--- src/hw/rtl/hdv_pkg.sv ---
`timescale 1ns / 1ps
`default_nettype none
// ----------------------------------------------------------------------------
// hdv_pkg
// Types, codes and type tables shared by the handle table validator.
// ----------------------------------------------------------------------------
package hdv_pkg;

    // object type count and type codes
    localparam int NUM_TYPES = 22;
    localparam logic [4:0] OBJ_NONE     = 5'd0;
    localparam logic [4:0] OBJ_WINDOW   = 5'd1;
    localparam logic [4:0] OBJ_MENU     = 5'd2;
    localparam logic [4:0] OBJ_CURSOR   = 5'd3;
    localparam logic [4:0] OBJ_DEFERPOS = 5'd4;
    localparam logic [4:0] OBJ_HOOK     = 5'd5;
    localparam logic [4:0] OBJ_ACCEL    = 5'd8;

    // error codes
    localparam logic [2:0] ERR_NONE     = 3'd0;
    localparam logic [2:0] ERR_WINDOW   = 3'd1;
    localparam logic [2:0] ERR_MENU     = 3'd2;
    localparam logic [2:0] ERR_CURSOR   = 3'd3;
    localparam logic [2:0] ERR_DEFERPOS = 3'd4;
    localparam logic [2:0] ERR_HOOK     = 3'd5;
    localparam logic [2:0] ERR_ACCEL    = 3'd6;
    localparam logic [2:0] ERR_GENERIC  = 3'd7;

    // configuration register indexes
    localparam logic [2:0] CFG_FIRST_HANDLE  = 3'd0;
    localparam logic [2:0] CFG_HANDLE_COUNT  = 3'd1;
    localparam logic [2:0] CFG_DESKTOP_BASE  = 3'd2;
    localparam logic [2:0] CFG_DESKTOP_LIMIT = 3'd3;
    localparam logic [2:0] CFG_CLIENT_DELTA  = 3'd4;
    localparam logic [2:0] CFG_SHARED_DELTA  = 3'd5;
    localparam logic [2:0] CFG_DEAD_MASK     = 3'd6;

    // handle parts
    localparam logic [15:0] GEN_ANY = 16'hffff;

    // input tdata layout
    localparam int IN_W      = 144;
    localparam int HANDLE_LO = 0;
    localparam int WANT_LO   = 32;
    localparam int EIDX_LO   = 37;
    localparam int ETYPE_LO  = 47;
    localparam int EGEN_LO   = 52;
    localparam int EFLAG_LO  = 68;
    localparam int EPTR_LO   = 76;

    // output tdata width
    localparam int OUT_W = 72;

    // queue between front and back
    localparam int Q_DEPTH = 4;
    localparam int Q_PTR_W = 2;
    localparam int Q_CNT_W = 3;

    typedef struct packed {
        logic [15:0] first_handle;
        logic [10:0] handle_count;
        logic [63:0] desktop_base;
        logic [63:0] desktop_limit;
        logic [63:0] client_delta;
        logic [63:0] shared_delta;
        logic [7:0]  dead_flag_mask;
    } hdv_cfg_t;

    typedef struct packed {
        logic [4:0]  etype;
        logic [15:0] generation;
        logic [7:0]  flags;
        logic [63:0] pointer;
    } hdv_entry_t;

    typedef enum logic [1:0] {
        KIND_EMPTY,
        KIND_SHARED,
        KIND_DESKTOP
    } hdv_kind_t;

    typedef struct packed {
        hdv_kind_t   kind;
        logic [2:0]  error_code;
        logic [63:0] pointer;
    } hdv_verdict_t;

    function automatic logic heap_is_shared(input logic [4:0] t);
        logic r;
        r = 1'b0;
        case (t) inside
            OBJ_CURSOR, OBJ_DEFERPOS, 5'd6, OBJ_ACCEL, [5'd12:5'd16]: r = 1'b1;
            default: r = 1'b0;
        endcase
        return r;
    endfunction

    function automatic logic [2:0] type_error(input logic [4:0] t);
        logic [2:0] r;
        r = ERR_GENERIC;
        case (t)
            OBJ_WINDOW:   r = ERR_WINDOW;
            OBJ_MENU:     r = ERR_MENU;
            OBJ_CURSOR:   r = ERR_CURSOR;
            OBJ_DEFERPOS: r = ERR_DEFERPOS;
            OBJ_HOOK:     r = ERR_HOOK;
            OBJ_ACCEL:    r = ERR_ACCEL;
            default:      r = ERR_GENERIC;
        endcase
        return r;
    endfunction

endpackage
`default_nettype wire

--- src/hw/rtl/hdv_back.sv ---
`timescale 1ns / 1ps
`default_nettype none
// ----------------------------------------------------------------------------
// hdv_back
// Translates passing entries to user pointers and holds the result item.
// ----------------------------------------------------------------------------
module hdv_back (
    input  wire                         clk,
    input  wire                         rst_n,
    input  hdv_pkg::hdv_cfg_t           cfg,
    input  wire                         pop_valid,
    input  hdv_pkg::hdv_verdict_t       pop_data,
    output logic                        pop,
    output logic                        m_axis_tvalid,
    input  wire                         m_axis_tready,
    output logic [hdv_pkg::OUT_W-1:0]   m_axis_tdata,
    output logic [1:0]                  m_axis_tuser
);
    import hdv_pkg::*;

    logic        valid_reg, valid_next;
    logic        found_reg;
    logic        kmap_reg;
    logic [63:0] uptr_reg;
    logic [2:0]  err_reg;

    logic        found;
    logic        kmap;
    logic [63:0] uptr;
    logic [63:0] delta;
    logic        in_window;

    assign pop = pop_valid && (!valid_reg || m_axis_tready);

    always_comb
    begin
        valid_next = valid_reg;
        if (pop)
        begin
            valid_next = 1'b1;
        end
        else if (m_axis_tready)
        begin
            valid_next = 1'b0;
        end
    end

    always_comb
    begin
        delta     = (pop_data.kind == KIND_SHARED) ? cfg.shared_delta : cfg.client_delta;
        in_window = (pop_data.pointer >= cfg.desktop_base) &&
                    (pop_data.pointer < cfg.desktop_limit);
        found = 1'b0;
        kmap  = 1'b0;
        uptr  = 64'd0;
        if (pop_data.kind == KIND_SHARED)
        begin
            found = 1'b1;
            if (cfg.shared_delta != 64'd0)
            begin
                uptr = pop_data.pointer - delta;
            end
        end
        else if (pop_data.kind == KIND_DESKTOP)
        begin
            found = 1'b1;
            if (in_window)
            begin
                uptr = pop_data.pointer - delta;
            end
            else
            begin
                kmap = 1'b1;
            end
        end
    end

    always_ff @(posedge clk or negedge rst_n)
    begin
        if (!rst_n)
        begin
            valid_reg <= 1'b0;
        end
        else
        begin
            valid_reg <= valid_next;
        end
    end

    always_ff @(posedge clk)
    begin
        if (pop)
        begin
            found_reg <= found;
            kmap_reg  <= kmap;
            uptr_reg  <= uptr;
            err_reg   <= pop_data.error_code;
        end
    end

    assign m_axis_tvalid = valid_reg;
    assign m_axis_tdata  = {5'd0, err_reg, uptr_reg};
    assign m_axis_tuser  = {kmap_reg, found_reg};

endmodule
`default_nettype wire

--- config.mk ---
export PLATFORM = sky130hd
export DESIGN_NAME = hdv_back
export DESIGN_NICKNAME = d
export VERILOG_FILES = /design/src/hw/rtl/hdv_pkg.sv /design/src/hw/rtl/hdv_back.sv
export SDC_FILE = /design/constraint.sdc
export NUM_CORES = 1
export LEC_CHECK = 0
export BUFFER_PORTS_ARGS = -buffer_cell sky130_fd_sc_hd__buf_2
export CAP_MARGIN = 40
export CELL_PAD_IN_SITES_DETAIL_PLACEMENT = 0
export CELL_PAD_IN_SITES_GLOBAL_PLACEMENT = 1
export CORE_MARGIN = 5
export CORE_UTILIZATION = 38
export DETAILED_ROUTE_END_ITERATION = 6
export MAX_ROUTING_LAYER = met4
export PLACE_DENSITY_LB_ADDON = 0.3
export SETUP_SLACK_MARGIN = 0.3
export SLEW_MARGIN = 20
export SYNTH_ARGS = -nofsm -noshare
export SYNTH_HDL_FRONTEND = slang
export SYNTH_SLANG_ARGS = --single-unit
--- constraint.sdc ---
create_clock -name clk -period 5.7 [get_ports clk]
set_input_delay 1.14 -clock clk [delete_from_list [all_inputs] [get_ports clk]]
set_output_delay 1.14 -clock clk [all_outputs]
set_load 0.1 [all_outputs]
Word-level counts from Yosys, hierarchy flattened
Index checks and enable logic that the tools add are counted.
{"block": "totals", "out_inout_bits": 76, "in_bits": 364, "word_cells": 27, "regBits": 70}
{"block": "op_classes", "n_lt_le_gt_ge": 2, "bitwise": 1, "n_addsub": 1, "n_mux": 9, "n_eq_ne": 2, "n_reduce_logical": 7}
{"operator": "$mux W64", "count": 5}
{"operator": "$ge A64 B64 Y1", "count": 1}
{"operator": "$lt A64 B64 Y1", "count": 1}
{"operator": "$reduce_bool A64 Y1", "count": 1}
{"operator": "$sub A64 B64 Y64", "count": 1}
{"operator": "$mux W1", "count": 4}
{"operator": "$eq A2 B1 Y1 const B", "count": 1}
{"operator": "$eq A2 B2 Y1 const B", "count": 1}
{"operator": "$logic_and A1 B1 Y1", "count": 2}
{"operator": "$reduce_bool A2 Y1", "count": 1}
{"operator": "$reduce_or A2 Y1", "count": 1}
{"operator": "$logic_not A1 Y1", "count": 1}
{"operator": "$logic_or A1 B1 Y1", "count": 1}
{"operator": "$not A1 Y1", "count": 1}

Depth between registers and ports, before layout
{"block": "logic_depth", "word_depth": 6, "depth_mapped": 15, "depth_no_buf": 14}

Worst setup path after synthesis
OpenSTA, ideal clock, no wires.
{"block": "synth_timing", "path_kind": "input -> output", "from": "input port m_axis_tready", "to": "output port pop", "path_slack_ns": 1.001, "t_arrival_ns": 3.559, "path_buffers": 0, "stages": 2, "required_ns": 4.560, "cell_sequence": "nand2b_1 > and2_1"}
{"block": "synth_between", "elab_chain_cells": 2}
{"item": "from (decl)", "line_no": "hdv_back.sv:15", "source": "input wire m_axis_tready,"}
{"item": "$logic_or A1 B1 Y1", "line_no": "hdv_back.sv:33", "source": "assign pop = pop_valid && (!valid_reg || m_axis_tready);"}
{"item": "$logic_and A1 B1 Y1", "line_no": "hdv_back.sv:33"}
{"item": "to (decl)", "line_no": "hdv_back.sv:13", "source": "output logic pop,"}
No other way between the ends.

Worst setup path after layout
{"block": "layout_timing", "from": "input port pop_data[68] (netlist bit)", "to": "register uptr_reg[43] (data pin)"}
{"block": "layout_between", "elab_chain_cells": 6, "word_cells_on_any_way": 8, "classes_between": "1 x add/sub; 2 x eq/ne; 5 x mux"}
{"item": "from (decl)", "line_no": "hdv_back.sv:12", "source": "input hdv_pkg::hdv_verdict_t pop_data,"}
{"item": "$eq A2 B1 Y1", "line_no": "hdv_back.sv:50, hdv_back.sv:56"}
{"item": "$mux W64", "line_no": "hdv_back.sv:50", "source": "delta = (pop_data.kind == KIND_SHARED) ? cfg.shared_delta : cfg.client_delta;"}
{"item": "$sub A64 B64 Y64", "line_no": "hdv_back.sv:61, hdv_back.sv:69"}
{"item": "$mux W64", "line_no": "hdv_back.sv:67", "source": "if (in_window)"}
{"item": "$mux W64", "line_no": "hdv_back.sv:64", "source": "else if (pop_data.kind == KIND_DESKTOP)"}
{"item": "$mux W64 (*)", "line_no": "hdv_back.sv:56", "source": "if (pop_data.kind == KIND_SHARED)"}
{"item": "net uptr[43]", "line_no": "hdv_back.sv:29", "source": "logic [63:0] uptr;"}
{"item": "to (signal assigned)", "line_no": "hdv_back.sv:96", "source": "uptr_reg <= uptr;"}
{"item": "to (decl)", "line_no": "hdv_back.sv:24", "source": "logic [63:0] uptr_reg;"}
Mark *: on every way through the listed nets, which the timed path passes. The rest lies on a longest branch.
A chain may end at the register's enable or synchronous reset.

==> summary.md <==
The post-layout minimum cycle time was 4551 ps. The sequential element share of the synthesized area came out at 0.2009. The tools report the cell area after synthesis as 0.01044 mm2. The setup fix buffers added after clock tree synthesis was 0. The flip-flop count of the largest register, all copies and words added came out at 64. The number of clock buffers added by TritonCTS is 9. The fraction of the core area covered by cells at the end of the flow is 0.4865. The tools report the post-detailed-route DRC marker count as 0.

The largest individual stage delay along the critical path comes from the cell buf_4. The floorplan has 60 rows. By startpoint and endpoint, the worst setup path is classified as in -> reg. Setup repair after global routing left no endpoint under its margin. The post-cts hold buffer count is 0.

Post-route fraction of the period consumed by the critical path: 0.7984. The total congestion overflow is 0. The run gives 0.2638 as the total global routing track utilization. The warning count from the yosys run is 0. The number of violations of the max-capacitance limit was 0.

The run finished with clean final reports. The final number of hold-violating endpoints is 0. The signal on the critical path passes through buf_2, nand2b_4, buf_4, mux2i_1, ha_1, a21oi_1, o21bai_1, a21oi_1, nand3_1, o2111ai_1, nand2_1, a21boi_0, and3b_1, nor4_2. The via count of the first global-routing pass came out at 11,061. The wire-length estimate of the detail-placed layout is 35.93 mm.

The power density over the cells was 211.4 mW/mm2; the register clock-pin slew on the reported worst setup and hold paths was 70 ps. The congestion estimate from routability-driven global placement came to 0.9477. Cell internal power was estimated by the tool at 0.001566 W. At the pin with the least slew margin, the transition time is 688.4 ps. The layout cell share with drive strength beyond 1 is 0.2628, and the global-route wire length before repair is 61.57 mm. The maximum root-to-sink buffer count was 2.

On the worst path, the slowest cell contributes a delay of 460 ps. The die boundary height is 175.7 um, and the total net switching power is 0.001214 W. The pre-antenna-repair detailed-routing pass consisted of 5 iterations.

The number of buffers and inverters on the critical path is 2. The most common cell in the synthesized netlist is ha_1. Hold slack: 519.9 ps. Tightest slew margin relative to the limit: 0.5368. Across the VDD grid, the largest voltage drop is 0.0001262 V. The synthesized area per cell works out to 8.092 um2. The most critical setup path has its startpoint at pop_data[68]. Entering global routing, the biggest net connects 40 pins. The tree built by TritonCTS fans out to 70 sinks. Via count normalized by instance count: 5.378. The run gives 0.3863 as the effective utilization at floorplan. After clock tree synthesis, the repair step resized 0 gates. The share of the synthesized area in the top cell type works out to 0.2289.

The endpoint kind of the worst setup timing path was a flop. Dividing the detail-routed wire length by the instance count gives 20.31 um. The floorplan step set the die width to 175.7 um. Based on the critical path, the design can be clocked at up to 219.7 MHz.

The tools report the startpoint of the worst register-to-register path as m_axis_tvalid$_DFFE_PN0P_. From synthesis to final layout, the design area changed by 25.96%. The run gives 2,813 as the count of filler cells inserted in the layout. The biggest area contributor in the post-synthesis netlist is ha_1. For the maximum clock skew at final layout, the log shows 11.71 ps. The critical path's top delay family is compound AO/OA/AOI/OAI gates. For this block, the initial DRC count from the detailed router was 628. The type of origin of the critical path was a primary input.

In this run the clock root is driven by a clkbuf_16. The startpoint identified for the worst hold timing path is m_axis_tvalid$_DFFE_PN0P_. The number of max-slew violations in the final report is 0. Pin placement for this block handled 440 I/O pins. For this run, the post-layout net count is 2,233. The min-delay analysis places its worst path in the category reg -> reg.

Ranked by total cell area, the synthesized netlist is headed by ha_1 (23%), edfxtp_1 (20%), mux2i_1 (6.6%). After synthesis the netlist holds a flip-flop and latch count of 70. In this run the static leakage power is 7.090 nW.

The deepest level of the CTS H-tree came out at 3. TritonCTS built the clock tree. In this run the standard cell core region covers 0.02703 mm2. Buffers placed on the I/O ports in this run total 399. The die covers 0.03088 mm2. The fraction of registers with async set or reset after synthesis was 0.01429; the instance area at placement was 0.01277 mm2. Total setup violations reported at the end of the flow: 0. The run gives 0.227 as the share of power burned in registers.

The finished cells cover 0.01315 mm2. Leaving out filler cells and counting taps, the final layout contains 2,027. For the final setup TNS, the log shows 0 ps.

The tools report the initial antenna violation count as 3. STA puts the critical path data required time at 5800 ps. The prevailing post-synth register cell was edfxtp_1.

The number of cells produced by synthesis is 1,290, and the number of placed cells counting well taps is 2,006. The cell that appears most often on the critical path is a21oi_1. The count of nets left with antenna violations once routing finished came out at 0. Counting flops with a built-in enable in the synthesized netlist gives 69. In the synthesized netlist, the cells that appear most often are ha_1 (191), inv_1 (150), a21oi_1 (120). Aggregate routed wire length: 41.17 mm.

The clock reaches the later pin of the worst-skew pair after 360 ps. STA puts the critical path data arrival time at 4650 ps. For the overall via count from detail_route, the log shows 10,902. The net switching fraction of the power came out at 0.4367.

The combinational share of power is 0.514, and the largest fanout of any net on the critical path is 24. The tools report the clock share of power as 0.259. Counting distinct cell types in the post-synthesis netlist gives 73.
==> layer usage <==
layer  up-vias  routed length [um]  track usage
li1       5493                   -            -
met1      4989               18020       0.3283
met2       392               19780       0.4555
met3        28                2819      0.04369
met4         0                 554      0.05036
met5         -                   0            -
==> power groups by stage <==
stage | combinational (W) | sequential [W] | clock (W)
2_1_floorplan | 0.000742 | 0.000920 | 0
3_3_place_gp | 0.00141 | 0.000640 | 0
3_5_place_dp | 0.00143 | 0.000641 | 0
4_1_cts | 0.00143 | 0.000631 | 0.000731
5_1_grt | 0.00156 | 0.000634 | 0.000756
6_report | 0.00143 | 0.000630 | 0.000720
==> path summary, 6_finish.rpt <==
kind / end / cells past startpoint / slack, ps
min in group asynchronous: m_axis_tvalid$_DFFE_PN0P_ / 1 / 540
worst min-delay path: m_axis_tvalid$_DFFE_PN0P_ / 2 / 520
worst max-delay path: uptr_reg[43]$_DFFE_PP_ / 14 / 1150
worst max register to register: uptr_reg[59]$_DFFE_PP_ / 3 / 3780
worst min register to register: m_axis_tvalid$_DFFE_PN0P_ / 2 / 520
max in group asynchronous: m_axis_tvalid$_DFFE_PN0P_ / 1 / 5070
==> area by class of cell <==
cell class / count / area, um2 / share of cell area
multi-input cells: 1037 / 7624 / 0.5798
flip-flops and latches: 70 / 2097 / 0.1595
repair buffers: 409 / 2067 / 0.1572
inverters: 150 / 563.0 / 0.04282
well taps: 341 / 426.7 / 0.03245
clock buffers: 9 / 225.2 / 0.01713
clock inverters: 7 / 136.4 / 0.01037
diodes: 4 / 10.01 / 0.0007612
==> logic make-up after synthesis <==
family / synth area share
fa+ha+maj: 0.2309
simple gates: 0.1716
other cells: 0.0003592
xor+xnor: 0.04111
compound gates: 0.2149
mux: 0.06832
flops: 0.2009
buf+inv: 0.07192
==> cell usage in the layout (no fill, tap or decap), types with 10 or more instances in the layout <==
master	count
nand2b_1	10
nand2_1	90
ha_1	191
nand4_1	38
and3_1	11
o21bai_1	19
inv_1	150
a21oi_1	120
a21o_1	62
edfxtp_1	69
xnor2_1	28
o21a_1	14
nor2_1	116
nor3_1	16
nand3_1	26
buf_2	400
xor2_1	21
o21ai_0	70
nor4_1	23
mux2i_1	69
==> worst min-delay path, delay by kind of cell, from the launching register on <==
family           cells  cell delay (ps)
flip-flops           1              340
AND/OR/NAND/NOR      2              140
==> per-stage QoR <==
step           setup slack [ps]  total power, W
6_report                   1149        0.002780
3_3_place_gp              787.6        0.002055
3_5_place_dp              770.8        0.002066
4_1_cts                    1131        0.002794
2_1_floorplan              1001        0.001662
5_1_grt                   886.7        0.002951
(Power assumes the default switching activity.)
