### src/hw/rtl/hdv_pkg.sv
`timescale 1ns / 1ps
`default_nettype none
// ----------------------------------------------------------------------------
// hdv_pkg
// Types, codes and type tables shared by the handle table validator.
// ----------------------------------------------------------------------------
package hdv_pkg;

    // object type count and type codes
    localparam int NUM_TYPES = 22;
    localparam logic [4:0] OBJ_NONE     = 5'd0;
    localparam logic [4:0] OBJ_WINDOW   = 5'd1;
    localparam logic [4:0] OBJ_MENU     = 5'd2;
    localparam logic [4:0] OBJ_CURSOR   = 5'd3;
    localparam logic [4:0] OBJ_DEFERPOS = 5'd4;
    localparam logic [4:0] OBJ_HOOK     = 5'd5;
    localparam logic [4:0] OBJ_ACCEL    = 5'd8;

    // error codes
    localparam logic [2:0] ERR_NONE     = 3'd0;
    localparam logic [2:0] ERR_WINDOW   = 3'd1;
    localparam logic [2:0] ERR_MENU     = 3'd2;
    localparam logic [2:0] ERR_CURSOR   = 3'd3;
    localparam logic [2:0] ERR_DEFERPOS = 3'd4;
    localparam logic [2:0] ERR_HOOK     = 3'd5;
    localparam logic [2:0] ERR_ACCEL    = 3'd6;
    localparam logic [2:0] ERR_GENERIC  = 3'd7;

    // configuration register indexes
    localparam logic [2:0] CFG_FIRST_HANDLE  = 3'd0;
    localparam logic [2:0] CFG_HANDLE_COUNT  = 3'd1;
    localparam logic [2:0] CFG_DESKTOP_BASE  = 3'd2;
    localparam logic [2:0] CFG_DESKTOP_LIMIT = 3'd3;
    localparam logic [2:0] CFG_CLIENT_DELTA  = 3'd4;
    localparam logic [2:0] CFG_SHARED_DELTA  = 3'd5;
    localparam logic [2:0] CFG_DEAD_MASK     = 3'd6;

    // handle parts
    localparam logic [15:0] GEN_ANY = 16'hffff;

    // input tdata layout
    localparam int IN_W      = 144;
    localparam int HANDLE_LO = 0;
    localparam int WANT_LO   = 32;
    localparam int EIDX_LO   = 37;
    localparam int ETYPE_LO  = 47;
    localparam int EGEN_LO   = 52;
    localparam int EFLAG_LO  = 68;
    localparam int EPTR_LO   = 76;

    // output tdata width
    localparam int OUT_W = 72;

    // queue between front and back
    localparam int Q_DEPTH = 4;
    localparam int Q_PTR_W = 2;
    localparam int Q_CNT_W = 3;

    typedef struct packed {
        logic [15:0] first_handle;
        logic [10:0] handle_count;
        logic [63:0] desktop_base;
        logic [63:0] desktop_limit;
        logic [63:0] client_delta;
        logic [63:0] shared_delta;
        logic [7:0]  dead_flag_mask;
    } hdv_cfg_t;

    typedef struct packed {
        logic [4:0]  etype;
        logic [15:0] generation;
        logic [7:0]  flags;
        logic [63:0] pointer;
    } hdv_entry_t;

    typedef enum logic [1:0] {
        KIND_EMPTY,
        KIND_SHARED,
        KIND_DESKTOP
    } hdv_kind_t;

    typedef struct packed {
        hdv_kind_t   kind;
        logic [2:0]  error_code;
        logic [63:0] pointer;
    } hdv_verdict_t;

    function automatic logic heap_is_shared(input logic [4:0] t);
        logic r;
        r = 1'b0;
        case (t) inside
            OBJ_CURSOR, OBJ_DEFERPOS, 5'd6, OBJ_ACCEL, [5'd12:5'd16]: r = 1'b1;
            default: r = 1'b0;
        endcase
        return r;
    endfunction

    function automatic logic [2:0] type_error(input logic [4:0] t);
        logic [2:0] r;
        r = ERR_GENERIC;
        case (t)
            OBJ_WINDOW:   r = ERR_WINDOW;
            OBJ_MENU:     r = ERR_MENU;
            OBJ_CURSOR:   r = ERR_CURSOR;
            OBJ_DEFERPOS: r = ERR_DEFERPOS;
            OBJ_HOOK:     r = ERR_HOOK;
            OBJ_ACCEL:    r = ERR_ACCEL;
            default:      r = ERR_GENERIC;
        endcase
        return r;
    endfunction

endpackage
`default_nettype wire

### src/hw/rtl/hdv_queue.sv
`timescale 1ns / 1ps
`default_nettype none
// ----------------------------------------------------------------------------
// hdv_queue
// Short queue of verdicts between the lookup front and the translate back.
// ----------------------------------------------------------------------------
module hdv_queue (
    input  wire                          clk,
    input  wire                          rst_n,
    input  wire                          push_valid,
    input  hdv_pkg::hdv_verdict_t        push_data,
    input  wire                          pop,
    output logic                         pop_valid,
    output hdv_pkg::hdv_verdict_t        pop_data,
    output logic [hdv_pkg::Q_CNT_W-1:0]  count
);
    import hdv_pkg::*;

    hdv_verdict_t slots_reg [Q_DEPTH];
    logic [Q_PTR_W-1:0] wr_ptr_reg, wr_ptr_next;
    logic [Q_PTR_W-1:0] rd_ptr_reg, rd_ptr_next;
    logic [Q_CNT_W-1:0] count_reg, count_next;
    logic do_pop;

    assign pop_valid = (count_reg != '0);
    assign pop_data  = slots_reg[rd_ptr_reg];
    assign count     = count_reg;
    assign do_pop    = pop && pop_valid;

    always_comb
    begin
        wr_ptr_next = wr_ptr_reg + Q_PTR_W'(push_valid);
        rd_ptr_next = rd_ptr_reg + Q_PTR_W'(do_pop);
        count_next  = count_reg + Q_CNT_W'(push_valid) - Q_CNT_W'(do_pop);
    end

    always_ff @(posedge clk or negedge rst_n)
    begin
        if (!rst_n)
        begin
            wr_ptr_reg <= '0;
            rd_ptr_reg <= '0;
            count_reg  <= '0;
        end
        else
        begin
            wr_ptr_reg <= wr_ptr_next;
            rd_ptr_reg <= rd_ptr_next;
            count_reg  <= count_next;
        end
    end

    always_ff @(posedge clk)
    begin
        if (push_valid)
        begin
            slots_reg[wr_ptr_reg] <= push_data;
        end
    end

endmodule
`default_nettype wire

### config.mk
export PLATFORM = sky130hd
export DESIGN_NAME = hdv_queue
export DESIGN_NICKNAME = d
export VERILOG_FILES = /design/src/hw/rtl/hdv_pkg.sv /design/src/hw/rtl/hdv_queue.sv
export SDC_FILE = /design/constraint.sdc
export NUM_CORES = 1
export LEC_CHECK = 0
export BUFFER_PORTS_ARGS = -buffer_cell sky130_fd_sc_hd__buf_2
export CAP_MARGIN = 20
export CORE_ASPECT_RATIO = 0.8
export CORE_MARGIN = 5
export CORE_UTILIZATION = 38
export DETAILED_ROUTE_END_ITERATION = 16
export PLACE_DENSITY_LB_ADDON = 0.3
export SYNTH_ARGS = -nofsm -noshare
export SYNTH_HDL_FRONTEND = slang
export SYNTH_SLANG_ARGS = --single-unit
### constraint.sdc
create_clock -name clk -period 14 [get_ports clk]
set_input_delay 4.2 -clock clk [delete_from_list [all_inputs] [get_ports clk]]
set_output_delay 4.2 -clock clk [all_outputs]
set_load 0.03 [all_outputs]
# Word-level counts from Yosys, hierarchy flattened
# Memory sizes are Yosys's and may differ from the RTL's.
# Cells that the tools add are included.
# Widths: inputs -> output; s select.
[word_totals]
ff_bits = 7
ramBits = 276
input_bits = 73
out_inout_bits = 73
n_memories = 1
[memory_table]
columns = ["name", "depth", "width", "rd", "rd_ports_with_merged_regs", "wr", "line_no", "rtl"]
rows = [
  ["slots_reg", 4, 69, 1, 0, 1, "hdv_queue.sv:19", "hdv_verdict_t slots_reg [Q_DEPTH];"],
]
[classes]
addsub = 4
mux = 2
reduce_logical = 2
[ops]
columns = ["cell", "count"]
rows = [
  ["$add 2x1->2", 2],
  ["$add 3x1->3", 1],
  ["$reduce_bool 3->1", 1],
  ["$sub 3x1->3", 1],
  ["$mux 1", 2],
  ["$logic_and 1x1->1", 1],
]

# Logic depth before layout (Yosys ltp)
# Gate-level depths: netlist of the first run.
[logic_depth]
word_depth = 3
mapped_depth = 7
ltp_nobuf = 7

# Worst setup path before layout of the first run
# Ideal clock, no wire load.
[synth_timing]
path_type = "input-to-reg"
from = "input push_valid"
to = "memory slots_reg[0][0] (netlist name), enable pin"
setup_time_ns = 0.595
arrival_time_ns = 9.185
required_ns = 13.405
slack_ns = 4.221
stages = 1
path_buffers = 0
path_cell_list = "nor3b_1"
[synth_via]
elab_chain_cells = 2
[synth_rtl]
columns = ["element", "line_no", "rtl"]
rows = [
  ["start: declaration", "hdv_queue.sv:10", "input wire push_valid,"],
  ["$mux 1", "hdv_queue.sv:55", "if (push_valid)"],
  ["$mux 1 (not written as such)", "hdv_queue.sv:57", "slots_reg[wr_ptr_reg] <= push_data;"],
  ["end: declaration", "hdv_queue.sv:19", ""],
]
# No other way between the ends.

==> results.md, run 1 <==
* Status: complete, no violations
* Sequential share of the synthesized area at 0.8149
* Critical path's slowest cell: dfrtp_4
* Per-cell routed wire length at around 21 µm
* Fmax achieved at about 0.14 GHz
* Crit end category: output port
* Via count at 4651
* Clock Skews at 0.005379 ns
* Clock power share at 0.274
* First-pass GRT wire length at 30590 µm
* Synth top area share at 0.7981
* Clk sinks at about 280
* Pleak at 4.211 nW
* Distinct cell type count after synthesis at 23
* YS warnings at 0
* Mapped cell area at ~10000 µm²
* DRT iter0 DRCs at 243
* Max Used Layer: met5
* Switching Fraction at 0.3315
* Initial antenna violation count at 3
* CTS tree: built
* FP Rows at 54
* Final antenna-violating net count at 0
* Core area at 27090 µm²
* Area delta synth->final at 19.87%
* Slew margin rel. at 0.2474
* DRC Markers at 0
* Gr ovfl total at 0
* Clk Latency, worst-skew pair at roughly 0.53 ns
* Util after Layout at 0.4595
* CP Cell Sequence: buf_4 > mux4_1 > buf_2
* Initial core utilization at 0.3833
* Syn Inst Count at between 300 and 400
* Vias per inst at ~5
* Pint at between 1.5 and 2 mW
* Setup TNS Final at 0 ns
* Req. time, crit path at 9.80 ns
* Dominant cell type by area after synthesis: edfxtp_1
* Clk buf depth at 3
* Number of flops mapped to enable cells by yosys at 276
* Largest stage delay on the critical path at between 0.8 and 0.9 ns
* Final setup margin at approximately 6.7 ns
* Port bufs at between 100 and 150
* Final setup viols at 0
* GRT Total Usage at 0.1275
* Share of cells above drive strength 1 at 0.4654
* Pwr dens at about 230 nW/µm²
* Worst slack at placement at 7.158 ns
* RSZ-0062 raised after global routing: false
* Largest net degree at the start of global routing at between 70 and 80
* Root buffer cell: clkbuf_16
* Final hold vios at 0
* Post-CTS resize count at 0
* Post-CTS Setup Inserts at 0
* CTS H-tree lvls at 1
* Dpl hpwl at 11660 µm
* Async set-reset flop share out of synthesis at 0.02473
* Hold Crit Class: reg2reg
* Clk slew on worst S/H paths at approximately 0.060 ns
* Worst hold slack at ~0.57 ns
* Met3 WL post-DR at approximately 1400 µm
* RD Place Congestion at 0.6856
* Max-Cap Viols at 0
* Critical path fanouts, max at between 40 and 50
* First drt pass iteration count at 4
* Mapped Nets at roughly 470
* Die Area at 30760 µm²
* Final Max Tran Viols at 0
* Vias in the first global route at 5226
* Worst Path Arrival at 3.06 ns
* Pwr Total at about 2.9 mW
* Met2 Wirelength at ~9600 µm
* CP startpoint kind: flop
* Cts bufs inserted at 28
* # IOs at around 150
* Slew of the pin with the lowest slew margin at 1.129 ns
* Syn Area/Cell at roughly 27 µm²
* Synth Flop Type: edfxtp_1
* Die width at roughly 190 µm
* FF+latch count, synth at ~280
* Reported net switching power at around 960 µW
* Fin nets at 632
* Final Cycle Share at 0.5186
* IR drop worst, VDD at between 150 and 200 µV
* Area contributors post-synth: edfxtp_1 (80%), mux4_2 (15%), dfrtp_1 (1.7%)
* Die height at ~160 µm
* Tmin final at roughly 7.3 ns
* Combinational group share of total power at 0.301
* Seq pwr share at 0.425
* Crit path kind: reg2out
* Max FFs per register at 276
* CTS Hold Buffers Added at 0
* Routed Wire Length at between 15000 and 20000 µm
* M1 WL at ~8100 µm
## cells in the final DEF, fill, tap and decap left out, types with 2 or more instances in the layout
master	count
buf_2	145
buf_4	6
bufinv_16	6
clkbuf_1	2
clkbuf_16	29
clkinv_1	6
clkinv_2	4
clkinvlp_4	3
dfrtp_1	5
dfrtp_4	2
edfxtp_1	276
ha_1	2
inv_1	2
mux4_2	68
nand2b_1	2
nor2_1	2
xnor2_1	4
## area by class of cell
type | instances | area (µm²)
fill | 2295 | 14650
sequential | 283 | 8471
multi-input combinational | 90 | 1745
timing repair buffer | 151 | 770.7
clock buffer | 31 | 733.2
tap | 364 | 455.4
clock inverter | 21 | 262.8
inverter | 2 | 7.507
antenna | 1 | 2.502
## final timing paths
kind / startpoint / to / slack, ns / cells past startpoint
max: rd_ptr_reg[0]$_DFF_PN0_ / pop_data[68] / 6.74 / 3
min: wr_ptr_reg[1]$_DFF_PN0_ / wr_ptr_reg[1]$_DFF_PN0_ / 0.57 / 1
max reg2reg: wr_ptr_reg[1]$_DFF_PN0_ / slots_reg[2][27]$_DFFE_PP_ / 11.66 / 3
min reg2reg: wr_ptr_reg[1]$_DFF_PN0_ / wr_ptr_reg[1]$_DFF_PN0_ / 0.57 / 1
max in group asynchronous: rst_n / rd_ptr_reg[0]$_DFF_PN0_ / 10.32 / 1
min in group asynchronous: rst_n / rd_ptr_reg[1]$_DFF_PN0_ / 3.50 / 1
## power by group through the flow
stage,sequential (mW),clock [mW],combinational [mW]
floorplan,1.18,0,0.737
global placement,1.24,0,0.892
detailed placement,1.25,0,0.893
CTS,1.23,0.814,0.896
global route,1.25,0.854,0.931
finish,1.23,0.791,0.870
## cells by family (layout without fill, tap and decap cells)
group	Yosys count	after routing	synth area share
buffers and inverters	18	205	0.01904
DFF	283	283	0.8149
other	0	1	0
adders and majority gates	3	3	0.004337
xor gates and xnor gates	5	5	0.004217
AOI/OAI and AO/OA	3	3	0.002048
and+or+nand+nor	10	10	0.005422
muxes	69	69	0.1500
## metal layers
layer | vias up | track usage
li1 | 2026 | -
met1 | 2438 | 0.1620
met2 | 137 | 0.2186
met3 | 44 | 0.04021
met4 | 6 | 0.02925
met5 | - | 0
## per-stage QoR
step	std cells	cell area, µm²
after floorplan	391	10390
after global placement	890	11450
after detailed placement	890	11450
after CTS	942	12450
after global routing	942	12450
final	943	12450
## cell usage after synthesis (2+ instances only)
master,count
buf_12,7
buf_2,7
dfrtp_1,7
edfxtp_1,276
ha_1,2
inv_1,2
mux4_2,68
nand2b_1,2
nor2_1,3
xnor2_1,4
## critical path, delay by kind of cell (launching register included)
kind / cells / cell delay (ns)
buf+inv: 2 / 1.00
flops: 1 / 0.82
mux: 1 / 0.66
Note: power is estimated with default switching activity, not from simulation.
==> inputs of run 2 (changes only) <==
Clock period 14 ns to 6 ns, I/O delays scaled along.
==> run 2 against run 1 <==
Clock-buffer cell count grew 1. Worst setup slack lost 5.1 ns. Highest routed layer unchanged. Flip-flop and latch count is the same. Sequential power grew 130%. Largest cell class unchanged. Total power grew 130%. Critical path type unchanged.
==> results.md, run 2 (same netlist as run 1, synthesis figures left out) <==
* Dpl hpwl at 11290 µm (-3.2%)
* RD Place Congestion at 0.6805 (-0.74%)
* Clk slew on worst S/H paths at 0.06 ns (about the same)
* Core area at 27090 µm² (unchanged)
* Max-Cap Viols at 0 (unchanged)
* Final Max Tran Viols at 0 (unchanged)
* Fmax achieved at ~0.23 GHz
* RSZ-0062 raised after global routing: false
* Initial antenna violation count at 2 (-1)
* # fillers at 2268 (-1.2%)
* Port bufs at 145 (unchanged)
* Max FFs per register at 276 (unchanged)
* Final setup viols at 0 (unchanged)
* Hold Crit Class: reg2reg
* Initial core utilization at 0.3833 (unchanged)
* Crit end category: output port
* Root buffer cell: clkbuf_16
* DRC Markers at 0 (unchanged)
* IR drop worst, VDD at 405.0 µV (+170%)
* Via count at 4581 (-1.5%)
* CTS tree: built
* Slew margin rel. at 0.2730 (+0.02566)
* Worst Path Arrival at 2.61 ns (-0.45 ns)
* Most common cell after layout, fill and taps aside: edfxtp_1
* Gr ovfl total at 0 (unchanged)
* CTS H-tree lvls at 1 (unchanged)
* Die Area at 30760 µm² (unchanged)
* CTS Hold Buffers Added at 0 (unchanged)
* CP startpoint kind: flop
* Clk sinks at 283 (unchanged)
* Vias in the first global route at 5032 (-3.7%)
* FP Rows at 54 (unchanged)
* Most frequent cells in the layout: edfxtp_1 (276), buf_2 (145), mux4_2 (68), clkbuf_16 (29), clkinv_1 (8)
* Status: complete, no violations
* Pwr dens at 541.3 nW/µm² (+130%)
* Die height at 157.9 µm (unchanged)
* Post-CTS resize count at 0 (unchanged)
* CP Cell Sequence: buf_12 > mux4_1 > buf_2
* Area delta synth->final at 20.25%
* Critical path's slowest cell: dfrtp_4
* Vias per inst at 4.858 (-1.5%)
* Largest stage delay on the critical path at 0.84 ns (+0.02 ns)
* Final hold vios at 0 (unchanged)
* Routed Wire Length at 19160 µm (-2.8%)
* Final antenna-violating net count at 0 (unchanged)
* Clk Latency, worst-skew pair at 0.53 ns (about the same)
* Post-CTS Setup Inserts at 0 (unchanged)
* Pwr Total at 6.760 mW (+130%)
* First-pass GRT wire length at 29610 µm (-3.2%)
* Pleak at 4.228 nW (+0.39%)
* Req. time, crit path at 4.20 ns (-5.60 ns)
* Clk buf depth at 3 (unchanged)
* Crit path kind: reg2out
* DRT iter0 DRCs at 208 (-14%)
* Slew of the pin with the lowest slew margin at 1.090 ns (-0.03850 ns)
* Clock Skews at 0.01382 ns (+0.008437 ns)
* Cts bufs inserted at 29 (+3.6%)
* # IOs at 146 (unchanged)
* Final Cycle Share at 0.7349
* Setup TNS Final at 0 ns (unchanged)
* Die width at 194.8 µm (unchanged)
* Fin nets at 633 (+0.16%)
* Critical path fanouts, max at 41 (-2.4%)
* First drt pass iteration count at 4 (unchanged)
* Share of cells above drive strength 1 at 0.4611 (-0.004258)
* GRT Total Usage at 0.1235 (-0.004041)
* Largest net degree at the start of global routing at 71 (unchanged)
* Per-cell routed wire length at 20.31 µm (-2.8%)
* Tmin final at ~4.4 ns
* Ant. Diodes at 0 (-1)
## run 2: final cells by class
cell class / instances / area [µm²] / share of cell area
Timing Repair Buffer: 151 / 815.8 / 0.06532
Clock inverter: 21 / 250.2 / 0.02004
Clock buffer: 32 / 737.0 / 0.05901
Tap cell: 364 / 455.4 / 0.03647
Inverter: 2 / 7.507 / 0.0006011
Sequential cell: 283 / 8471 / 0.6783
Multi-Input combinational cell: 90 / 1752 / 0.1403
## run 2: critical path: cells and delay by family (launching register included)
kind | cells | cell delay, ns
muxes | 1 | 0.61
buffers and inverters | 2 | 0.58
DFF | 1 | 0.84
## run 2: through the flow
| stage | std cells | util | worst slack [ns] | area [µm²] | hold slack (ns) |
|---|---|---|---|---|---|
| 2_1_floorplan | 391 | - | 0.7623 | 10390 | 0.5021 |
| 3_3_place_gp | 889 | 0.4235 | 2.041 | 11470 | 0.5430 |
| 3_5_place_dp | 890 | 0.4245 | 2.025 | 11500 | 0.5757 |
| 4_1_cts | 943 | 0.4609 | 1.445 | 12490 | 0.5871 |
| 5_1_grt | 943 | 0.4609 | 1.367 | 12490 | 0.6173 |
| 6_report | 943 | 0.4609 | 1.590 | 12490 | 0.5989 |
## run 2: layer usage
metal | part of all wire | global-route usage | up-vias
li1 | - | - | 2022
met1 | 0.42 | 0.1572 | 2383
met2 | 0.47 | 0.2075 | 134
met3 | 0.080 | 0.04191 | 38
met4 | 0.025 | 0.03091 | 4
met5 | 0.0011 | 0 | -
## run 2: where the power goes
part | switching [mW] | internal [mW]
Combinational | 1.27 | 0.793
Clock | 0.702 | 1.14
Sequential | 0.267 | 2.60
Total | 2.24 | 4.52
## run 2: path summary, 6_finish.rpt
path	start	endpoint	slack (ns)	cells after the start
max	rd_ptr_reg[0]$_DFF_PN0_	pop_data[68]	1.59	3
min	wr_ptr_reg[1]$_DFF_PN0_	wr_ptr_reg[1]$_DFF_PN0_	0.60	1
max reg2reg	wr_ptr_reg[1]$_DFF_PN0_	slots_reg[1][40]$_DFFE_PP_	3.82	2
min reg2reg	wr_ptr_reg[1]$_DFF_PN0_	wr_ptr_reg[1]$_DFF_PN0_	0.60	1
max in group asynchronous	rst_n	rd_ptr_reg[0]$_DFF_PN0_	4.73	1
min in group asynchronous	rst_n	rd_ptr_reg[1]$_DFF_PN0_	1.09	1
